### src/lbp_pkg.sv
// ----------------------------------------------------------------------------
// lbp_pkg
// Shared types, constants and helpers of the LED breathing PWM unit.
// ----------------------------------------------------------------------------
package lbp_pkg;

  localparam int NUM_LEDS = 3;
  localparam int STEP_MS  = 10;

  localparam int LED_W    = (NUM_LEDS > 1) ? $clog2(NUM_LEDS) : 1;
  localparam int PWM_TOP  = STEP_MS * 10;
  localparam int CNT_W    = $clog2(PWM_TOP + 1);
  localparam int PCT      = 100;
  localparam int PCT_W    = 7;
  localparam int CYC_MIN  = 100;
  localparam int PER_MAX  = 65535 / STEP_MS;
  localparam int PER_W    = $clog2(PER_MAX + 1);
  localparam int PROD_MAX = (PER_MAX * PCT > 65535) ? PER_MAX * PCT : 65535;
  localparam int DVD_W    = $clog2(PROD_MAX + 1);
  localparam int DCNT_W   = $clog2(DVD_W);
  localparam int MUL_A_W  = 16;
  localparam int MUL_P_W  = MUL_A_W + PCT_W;
  localparam int REP_W    = 16;
  localparam int PIN_W    = 3;

  typedef enum logic [3:0] {
    ST_IDLE,
    ST_SET_PER,
    ST_SET_ON,
    ST_SET_RISE,
    ST_SET_FALL,
    ST_SET_WR,
    ST_TICK,
    ST_ADV,
    ST_RAMP,
    ST_DUTY,
    ST_DUTY_WR,
    ST_DIV,
    ST_DONE
  } state_t;

  function automatic logic [PCT_W-1:0] clamp100(input logic [7:0] v);
    return (v > 8'(PCT)) ? PCT_W'(PCT) : v[PCT_W-1:0];
  endfunction

endpackage

### src/led_breathing_pattern_pwm_unit.sv
// ----------------------------------------------------------------------------
// led_breathing_pattern_pwm_unit
// Software PWM for several LEDs with blink and breathing patterns.
// ----------------------------------------------------------------------------
// Input channel (in_valid/in_ready): kind 1 loads the pattern of one LED
// (ignored when led_index is out of range, no result); kind 0 is one PWM
// tick and gives exactly one result beat on the output channel
// (out_valid/out_ready) with led_pins and pattern_stepped.
// All divisions run on one shared restoring divider, one quotient bit per
// cycle over a DVD_W (20) bit dividend, loaded by the state that starts it.
// A set beat takes 4 divisions, and no new beat is taken until they finish.
// A tick beat without a pattern step goes from ST_TICK to ST_DONE, which
// raises out_valid once the output register is free; a stepping tick
// (one in every PWM_TOP ticks) walks the LEDs, up to 2 divisions each, and
// then raises out_valid from ST_DONE in the same way.
// in_ready is high only while idle.
// A result waiting on a stalled receiver sits in the output register; the
// unit still takes the next beat and holds its own result until that
// register frees up.
// Reset clears the PWM counter, marks all LEDs unset (duty cleared, so later
// results show their pins low) and drops any pending result.
// ----------------------------------------------------------------------------
module led_breathing_pattern_pwm_unit (
  input  logic                          clk,
  input  logic                          rst,
  input  logic                          in_valid,
  output logic                          in_ready,
  input  logic                          kind,
  input  logic [1:0]                    led_index,
  input  logic [15:0]                   cycle_time_ms,
  input  logic [7:0]                    duty_percent,
  input  logic [7:0]                    on_brightness,
  input  logic [7:0]                    off_brightness,
  input  logic [7:0]                    rise_percent,
  input  logic [7:0]                    fall_percent,
  input  logic signed [15:0]            repeat_times,
  output logic                          out_valid,
  input  logic                          out_ready,
  output logic [lbp_pkg::PIN_W-1:0]     led_pins,
  output logic                          pattern_stepped
);

  localparam int PER_W  = lbp_pkg::PER_W;
  localparam int PCT_W  = lbp_pkg::PCT_W;
  localparam int DVD_W  = lbp_pkg::DVD_W;
  localparam int LED_W  = lbp_pkg::LED_W;
  localparam int NLED   = lbp_pkg::NUM_LEDS;

  lbp_pkg::state_t state, state_next, ret;

  // per-LED pattern state
  logic [PER_W-1:0]                per_steps [NLED];
  logic [PER_W-1:0]                on_steps  [NLED];
  logic [PER_W-1:0]                rise_steps[NLED];
  logic [PER_W-1:0]                fall_steps[NLED];
  logic [PCT_W-1:0]                bright_hi [NLED];
  logic [PCT_W-1:0]                bright_lo [NLED];
  logic [PER_W-1:0]                phase     [NLED];
  logic [PER_W-1:0]                rise_cnt  [NLED];
  logic [PER_W-1:0]                fall_cnt  [NLED];
  logic signed [lbp_pkg::REP_W-1:0] reps     [NLED];
  logic [PCT_W-1:0]                duty      [NLED];

  logic [lbp_pkg::CNT_W-1:0]       pwm_cnt;
  logic                            stepped;
  logic [LED_W-1:0]                led;

  // latched set beat
  logic [LED_W-1:0]                idx_r;
  logic [15:0]                     cyc_r;
  logic [PCT_W-1:0]                dty_r, hi_r, lo_r, rsp_r, fsp_r;
  logic signed [lbp_pkg::REP_W-1:0] rep_r;
  logic [PER_W-1:0]                t_per, t_on, t_rise;
  logic [PCT_W-1:0]                ramp;

  // shared divider
  logic [DVD_W-1:0]                dvd;
  logic [PER_W-1:0]                rem;
  logic [PER_W-1:0]                dvs;
  logic [lbp_pkg::DCNT_W-1:0]      dcnt;
  logic [PER_W:0]                  trial;
  logic                            trial_ge;
  logic [PER_W-1:0]                quo;

  // shared multiplier feeding the divider
  logic                            ld_div;
  logic [lbp_pkg::MUL_A_W-1:0]     mul_a;
  logic [PCT_W-1:0]                mul_b;
  logic [lbp_pkg::MUL_P_W-1:0]     mul_p;
  logic [PER_W-1:0]                dvs_sel;
  lbp_pkg::state_t                 ret_sel;

  // pattern step of the current LED
  logic [PER_W-1:0]                c_per, c_on, c_rs, c_fs, c_ph, c_rc, c_fc;
  logic signed [lbp_pkg::REP_W-1:0] c_rep;
  logic                            rep_pos;
  logic [PER_W-1:0]                ph0;
  logic [PER_W:0]                  ph1;
  logic [PER_W-1:0]                ph_n, rc_n, fc_n, ramp_num;
  logic                            in_on, ramp_direct, rep_dec;
  logic [PCT_W-1:0]                ramp_fix;
  logic                            span_neg;
  logic [PCT_W-1:0]                span_mag;
  logic                            last_led, idx_ok, out_free;
  logic [lbp_pkg::PIN_W-1:0]       pins;

  assign in_ready = (state == lbp_pkg::ST_IDLE);
  assign idx_ok   = 32'(led_index) < NLED;
  assign out_free = !out_valid || out_ready;
  assign last_led = (led == LED_W'(NLED - 1));
  assign quo      = dvd[PER_W-1:0];

  assign trial    = {rem, dvd[DVD_W-1]};
  assign trial_ge = trial >= {1'b0, dvs};

  assign c_per = per_steps[led];
  assign c_on  = on_steps[led];
  assign c_rs  = rise_steps[led];
  assign c_fs  = fall_steps[led];
  assign c_ph  = phase[led];
  assign c_rc  = rise_cnt[led];
  assign c_fc  = fall_cnt[led];
  assign c_rep = reps[led];

  always_comb begin
    rep_pos = !c_rep[lbp_pkg::REP_W-1] && (c_rep != '0);
    ph0     = (c_rep == '0) ? c_on : c_ph;
    ph1     = {1'b0, ph0} + (PER_W+1)'(1);
    ph_n    = (ph1 >= {1'b0, c_per}) ? PER_W'(ph1 - {1'b0, c_per}) : ph1[PER_W-1:0];
    rep_dec = rep_pos && (ph_n == c_per - PER_W'(1));
    in_on   = ph_n < c_on;
    rc_n    = '0;
    fc_n    = '0;
    if (in_on) begin
      rc_n        = (c_rs != '0 && c_rc < c_rs) ? c_rc + PER_W'(1) : c_rc;
      ramp_direct = (c_rs == '0);
      ramp_fix    = PCT_W'(lbp_pkg::PCT);
      ramp_num    = rc_n;
    end else begin
      fc_n        = (c_fs != '0 && c_fc < c_fs) ? c_fc + PER_W'(1) : c_fc;
      ramp_direct = (c_fs == '0);
      ramp_fix    = '0;
      ramp_num    = c_fs - fc_n;
    end
    span_neg = bright_lo[led] > bright_hi[led];
    span_mag = span_neg ? bright_lo[led] - bright_hi[led] : bright_hi[led] - bright_lo[led];
  end

  always_comb begin
    state_next = state;
    case (state)
      lbp_pkg::ST_IDLE: begin
        if (in_valid) begin
          if (kind) begin
            state_next = idx_ok ? lbp_pkg::ST_SET_PER : lbp_pkg::ST_IDLE;
          end else begin
            state_next = lbp_pkg::ST_TICK;
          end
        end
      end
      lbp_pkg::ST_SET_PER, lbp_pkg::ST_SET_ON, lbp_pkg::ST_SET_RISE,
      lbp_pkg::ST_SET_FALL, lbp_pkg::ST_DUTY: begin
        state_next = lbp_pkg::ST_DIV;
      end
      lbp_pkg::ST_DIV: begin
        if (dcnt == lbp_pkg::DCNT_W'(DVD_W - 1)) state_next = ret;
      end
      lbp_pkg::ST_SET_WR: begin
        state_next = lbp_pkg::ST_IDLE;
      end
      lbp_pkg::ST_TICK: begin
        state_next = (32'(pwm_cnt) >= lbp_pkg::PWM_TOP) ? lbp_pkg::ST_ADV : lbp_pkg::ST_DONE;
      end
      lbp_pkg::ST_ADV: begin
        if (c_per == '0) begin
          state_next = last_led ? lbp_pkg::ST_DONE : lbp_pkg::ST_ADV;
        end else begin
          state_next = ramp_direct ? lbp_pkg::ST_DUTY : lbp_pkg::ST_DIV;
        end
      end
      lbp_pkg::ST_RAMP: begin
        state_next = lbp_pkg::ST_DUTY;
      end
      lbp_pkg::ST_DUTY_WR: begin
        state_next = last_led ? lbp_pkg::ST_DONE : lbp_pkg::ST_ADV;
      end
      lbp_pkg::ST_DONE: begin
        if (out_free) state_next = lbp_pkg::ST_IDLE;
      end
      default: begin
        state_next = lbp_pkg::ST_IDLE;
      end
    endcase
  end

  always_comb begin
    ld_div  = 1'b0;
    mul_a   = '0;
    mul_b   = PCT_W'(1);
    dvs_sel = PER_W'(lbp_pkg::PCT);
    ret_sel = lbp_pkg::ST_IDLE;
    case (state)
      lbp_pkg::ST_SET_PER: begin
        ld_div  = 1'b1;
        mul_a   = cyc_r;
        dvs_sel = PER_W'(lbp_pkg::STEP_MS);
        ret_sel = lbp_pkg::ST_SET_ON;
      end
      lbp_pkg::ST_SET_ON: begin
        ld_div  = 1'b1;
        mul_a   = lbp_pkg::MUL_A_W'(quo);
        mul_b   = dty_r;
        ret_sel = lbp_pkg::ST_SET_RISE;
      end
      lbp_pkg::ST_SET_RISE: begin
        ld_div  = 1'b1;
        mul_a   = lbp_pkg::MUL_A_W'(quo);
        mul_b   = rsp_r;
        ret_sel = lbp_pkg::ST_SET_FALL;
      end
      lbp_pkg::ST_SET_FALL: begin
        ld_div  = 1'b1;
        mul_a   = lbp_pkg::MUL_A_W'(t_per - t_on);
        mul_b   = fsp_r;
        ret_sel = lbp_pkg::ST_SET_WR;
      end
      lbp_pkg::ST_ADV: begin
        ld_div  = (c_per != '0) && !ramp_direct;
        mul_a   = lbp_pkg::MUL_A_W'(ramp_num);
        mul_b   = PCT_W'(lbp_pkg::PCT);
        dvs_sel = in_on ? c_rs : c_fs;
        ret_sel = lbp_pkg::ST_RAMP;
      end
      lbp_pkg::ST_DUTY: begin
        ld_div  = 1'b1;
        mul_a   = lbp_pkg::MUL_A_W'(ramp);
        mul_b   = span_mag;
        ret_sel = lbp_pkg::ST_DUTY_WR;
      end
      default: begin
        ld_div = 1'b0;
      end
    endcase
    mul_p = mul_a * mul_b;
  end

  always_comb begin
    pins = '0;
    for (int i = 0; i < lbp_pkg::PIN_W; i++) begin
      if (i < NLED) pins[i] = 32'(pwm_cnt) < 32'(duty[i]);
    end
  end

  // control
  always_ff @(posedge clk) begin
    if (rst) begin
      state     <= lbp_pkg::ST_IDLE;
      out_valid <= 1'b0;
      pwm_cnt   <= '0;
      for (int i = 0; i < NLED; i++) begin
        per_steps[i] <= '0;
        duty[i]      <= '0;
      end
    end else begin
      state <= state_next;
      if (state == lbp_pkg::ST_TICK && 32'(pwm_cnt) >= lbp_pkg::PWM_TOP) pwm_cnt <= '0;
      if (state == lbp_pkg::ST_DONE && out_free) begin
        out_valid <= 1'b1;
        pwm_cnt   <= pwm_cnt + lbp_pkg::CNT_W'(1);
      end else if (out_valid && out_ready) begin
        out_valid <= 1'b0;
      end
      if (state == lbp_pkg::ST_SET_WR) per_steps[idx_r] <= t_per;
      if (state == lbp_pkg::ST_DUTY_WR) begin
        duty[led] <= span_neg ? bright_lo[led] - quo[PCT_W-1:0]
                              : bright_lo[led] + quo[PCT_W-1:0];
      end
    end
  end

  // datapath
  always_ff @(posedge clk) begin
    if (state == lbp_pkg::ST_IDLE && in_valid) begin
      idx_r <= LED_W'(led_index);
      cyc_r <= (cycle_time_ms < 16'(lbp_pkg::CYC_MIN)) ? 16'(lbp_pkg::CYC_MIN) : cycle_time_ms;
      dty_r <= lbp_pkg::clamp100(duty_percent);
      hi_r  <= lbp_pkg::clamp100(on_brightness);
      lo_r  <= lbp_pkg::clamp100(off_brightness);
      rsp_r <= lbp_pkg::clamp100(rise_percent);
      fsp_r <= lbp_pkg::clamp100(fall_percent);
      rep_r <= repeat_times;
    end
    if (ld_div) begin
      dvd  <= mul_p[DVD_W-1:0];
      rem  <= '0;
      dcnt <= '0;
      dvs  <= dvs_sel;
      ret  <= ret_sel;
    end else if (state == lbp_pkg::ST_DIV) begin
      rem  <= trial_ge ? PER_W'(trial - {1'b0, dvs}) : trial[PER_W-1:0];
      dvd  <= {dvd[DVD_W-2:0], trial_ge};
      dcnt <= dcnt + lbp_pkg::DCNT_W'(1);
    end
    case (state)
      lbp_pkg::ST_SET_ON:   t_per  <= quo;
      lbp_pkg::ST_SET_RISE: t_on   <= quo;
      lbp_pkg::ST_SET_FALL: t_rise <= quo;
      lbp_pkg::ST_SET_WR: begin
        on_steps[idx_r]   <= t_on;
        rise_steps[idx_r] <= t_rise;
        fall_steps[idx_r] <= quo;
        bright_hi[idx_r]  <= hi_r;
        bright_lo[idx_r]  <= lo_r;
        phase[idx_r]      <= '0;
        rise_cnt[idx_r]   <= '0;
        fall_cnt[idx_r]   <= '0;
        reps[idx_r]       <= rep_r;
      end
      lbp_pkg::ST_TICK: begin
        stepped <= 32'(pwm_cnt) >= lbp_pkg::PWM_TOP;
        led     <= '0;
      end
      lbp_pkg::ST_ADV: begin
        if (c_per == '0) begin
          if (!last_led) led <= led + LED_W'(1);
        end else begin
          phase[led]    <= ph_n;
          rise_cnt[led] <= rc_n;
          fall_cnt[led] <= fc_n;
          if (rep_dec) reps[led] <= c_rep - lbp_pkg::REP_W'(1);
          if (ramp_direct) ramp <= ramp_fix;
        end
      end
      lbp_pkg::ST_RAMP: ramp <= quo[PCT_W-1:0];
      lbp_pkg::ST_DUTY_WR: begin
        if (!last_led) led <= led + LED_W'(1);
      end
      lbp_pkg::ST_DONE: begin
        if (out_free) begin
          led_pins        <= pins;
          pattern_stepped <= stepped;
        end
      end
      default: begin
        ramp <= ramp;
      end
    endcase
  end

endmodule

### config.mk
export PLATFORM = sky130hd
export DESIGN_NAME = led_breathing_pattern_pwm_unit
export DESIGN_NICKNAME = d
export VERILOG_FILES = /design/src/lbp_pkg.sv /design/src/led_breathing_pattern_pwm_unit.sv
export SDC_FILE = /design/constraint.sdc
export NUM_CORES = 1
export LEC_CHECK = 0
export BUFFER_PORTS_ARGS = -buffer_cell sky130_fd_sc_hd__buf_2
export CAP_MARGIN = 10
export CORE_UTILIZATION = 60
export CTS_CLUSTER_DIAMETER = 120
export CTS_CLUSTER_SIZE = 28
export DETAILED_ROUTE_END_ITERATION = 12
export PLACE_DENSITY = 0.75
export SETUP_SLACK_MARGIN = 0.4
export SLEW_MARGIN = 5
export SYNTH_ARGS = -nofsm -noshare
export SYNTH_HDL_FRONTEND = slang
export SYNTH_SLANG_ARGS = --single-unit
### constraint.sdc
create_clock -name clk -period 16.69 [get_ports clk]
set_clock_uncertainty 0.15 [all_clocks]
set_input_delay 1.669 -clock clk [delete_from_list [all_inputs] [get_ports clk]]
set_output_delay 1.669 -clock clk [all_outputs]
set_load 0.01 [all_outputs]
==> metrics <==
status finished, final reports clean; Crit. End Element register; Avg Inst Size Synth 11.8 sq um; H-tree Lvls 1; sequential share of the synthesized area 51.7%; post-synth net total 3175; initial antenna violation count 1; reg2reg end dvd[19]; GRT overflow 0; ys async rst share 0%; Row Count 86; CP Max Fanout 30; vias per cell 6.09; fin nets 3221; Slew headroom 16.9%; GRT Total Usage 28.9%; post-route ant nets 0; final cell utilization of the core 64.2%; 1st-iter DRT viols 2063; Cell Area, Synth 33500 sq um; pre-CTS setup slack 1670 ps; fin area 35400 sq um; Yosys warnings 0; hold_buf cts 0; Final min period 15190 ps; WL final 81.3 mm; RSZ-0062 raised after global routing false; CORE AREA 55200 sq um; startpoint types register; Max Freq 0.0658 GHz; Yosys reg bits 588; critical path class register to register; Worst Path Arrival 15410 ps; Num CTS Buffers 25; worst min path class register to register; DP Cell Count 3621; Syn Inst Count 2855; Pre-Repair DR Iteration Count 6; Synth Flop Type edfxtp_1; # IOs 85; CTS Root Buffer Type clkbuf_16; DIE HEIGHT 238 um; hold_ws 305 ps; Min-Delay Path Depth 0; die width 238 um; WHS Endpoint pattern_stepped; R2R depth 50; fillers 4193; pwr dens 143 nW/um^2; non-filler cells, final 3667; vias 22300; Period Utilization, post-route 91.0%; layout cells sized above 1 10.2%; Clock Latency Late Sink 610 ps; Worst path most repeated cell inv_1; Final Max Tran Viols 0; Port Buffers 84; VDD IR max 119 uV; Detailed Place HPWL 59.3 mm; Hold Startpoint stepped; post-route setup slack 1500 ps; Worst Path Required 16900 ps; CP max stage cell or4b_4; gpl congestion 0.930; CP max stage delay 740 ps; Least-Margin Pin Slew 1230 ps; global-route wire length before repair 126 mm; DIE AREA 56900 sq um; leakage power 13.4 nW; Maximum Capacitance Violations 0; CTS clock-pin slew for the worst setup and hold paths 100 ps; Inserted Diodes 0; total power 5.08 mW; CTS sink cnt 588; initial core utilization 60.8%; endpoints failing setup 0; Final Hold Viols 0; Post-DP Area 34700 sq um; DRC 0; Post-synth EDFFs 556; Distinct cells, synth 90; post-CTS sizing 0; Fin Setup TNS 0 ps; WL/cell 22.2 um; R2R setup slack 1500 ps; vias in the first global route 22100; area added between synthesis and finish 5.60%; CTS Buffer Depth 3; largest net degree at the start of global routing 70; CTS tree yes; post-CTS setup buffers 0
-- registers in the layout (all words and copies together), names as in the netlist, 39 cells and up, named ones only --
register,flops
per_steps,52
reps,48
fall_cnt,39
fall_steps,39
on_steps,39
phase,39
rise_cnt,39
rise_steps,39
-- logic make-up (layout without fill, tap and decap cells) --
logic type	count (synthesis)	in the layout	synth area share [%]
flip-flops	588	588	51.7
buffers and inverters	322	386	4.11
adder cells (fa/ha/maj)	241	241	10.6
AO/OA/AOI/OAI	499	499	9.66
AND/OR/NAND/NOR	826	826	12.1
multiplexers	234	234	7.90
XOR/XNOR	145	145	3.87
-- cells in the final DEF, fill, tap and decap left out, drive strengths merged, types with 96 or more instances in the layout --
| master | instances |
|---|---|
| edfxtp | 556 |
| o21ai | 124 |
| a21oi | 135 |
| buf | 119 |
| ha | 167 |
| nand2 | 172 |
| nor2 | 275 |
| mux2i | 144 |
| xnor2 | 96 |
| inv | 224 |
-- area by class of cell --
type	instances	area [sq um]	share of cell area (%)
Sequential cell	588	17300	49.0
Multi-Input combinational cell	1945	14900	42.1
Tap cell	748	936	2.64
Inverter	222	833	2.35
Clock buffer	42	689	1.95
Timing Repair Buffer	119	683	1.93
Clock inverter	3	41.3	0.117
-- power by group --
group          switching [mW]  internal, mW
Clock                   0.442         0.291
Sequential              0.161          1.86
Combinational            1.49         0.830
Total                    2.10          2.99
-- how the worst max path moves through the flow --
stage | slack [ps] | end | depth (start not counted)
after floorplan | 1980 | dvd[19] | 66
after global placement | 2020 | dvd[19] | 50
after detailed placement | 1670 | dvd[19] | 52
after CTS | 1640 | dvd[19] | 52
after global routing | 540 | dvd[19] | 50
final | 1500 | dvd[19] | 50
-- cell usage after synthesis, types with 6 or more instances --
library cell	instances	area, sq um
edfxtp_1	556	16700
nor2_1	275	1030
inv_1	222	833
nand2_1	171	642
ha_1	167	2090
mux2i_1	142	1420
a21oi_1	134	671
o21ai_0	114	571
xnor2_1	96	841
fa_1	74	1480
and2_1	73	457
mux2_2	64	721
clkbuf_1	53	199
nand2b_1	51	319
xor2_1	47	412
nor3_1	43	215
a21o_1	36	270
o21a_1	36	270
nand3_1	34	170
dfxtp_1	32	641
nor2b_1	31	194
or2_2	31	194
nand4_1	27	169
a211oi_1	22	165
and3_1	21	131
nor4_1	21	131
buf_2	15	75.1
buf_4	14	105
a21boi_0	13	97.6
a31oi_1	13	81.3
mux4_2	13	293
or3_1	13	81.3
a22oi_1	11	82.6
buf_6	11	124
o31ai_1	10	75.1
mux2_4	9	135
a222oi_1	8	80.1
and4_1	8	70.1
o211ai_1	8	60.1
o21ai_1	8	40.0
o22ai_1	8	50.1
o21bai_1	7	52.6
buf_1	6	22.5
nand3b_1	6	45.0
-- worst max-delay path, delay by kind of cell (launching register included) --
| kind | cells | cell delay [ps] |
|---|---|---|
| AOI/OAI and AO/OA | 14 | 3250 |
| xor gates and xnor gates | 2 | 530 |
| adders and majority gates | 8 | 3340 |
| buffers and inverters | 7 | 1080 |
| DFF | 1 | 640 |
| muxes | 6 | 1910 |
| and+or+nand+nor | 13 | 3980 |
-- routing by layer --
metal  vias to the layer above  wire [um]  track usage, %  part of all wire, %
met2                       788      38100            46.7                   47
met4                         0       3080            10.4                  3.8
met1                     11000      35200            40.9                   43
li1                      10400          -               -                    -
met3                       142       4910            3.03                  6.0
met5                         -          0               0                    0
No activity file was read; power rests on OpenSTA's default activity.
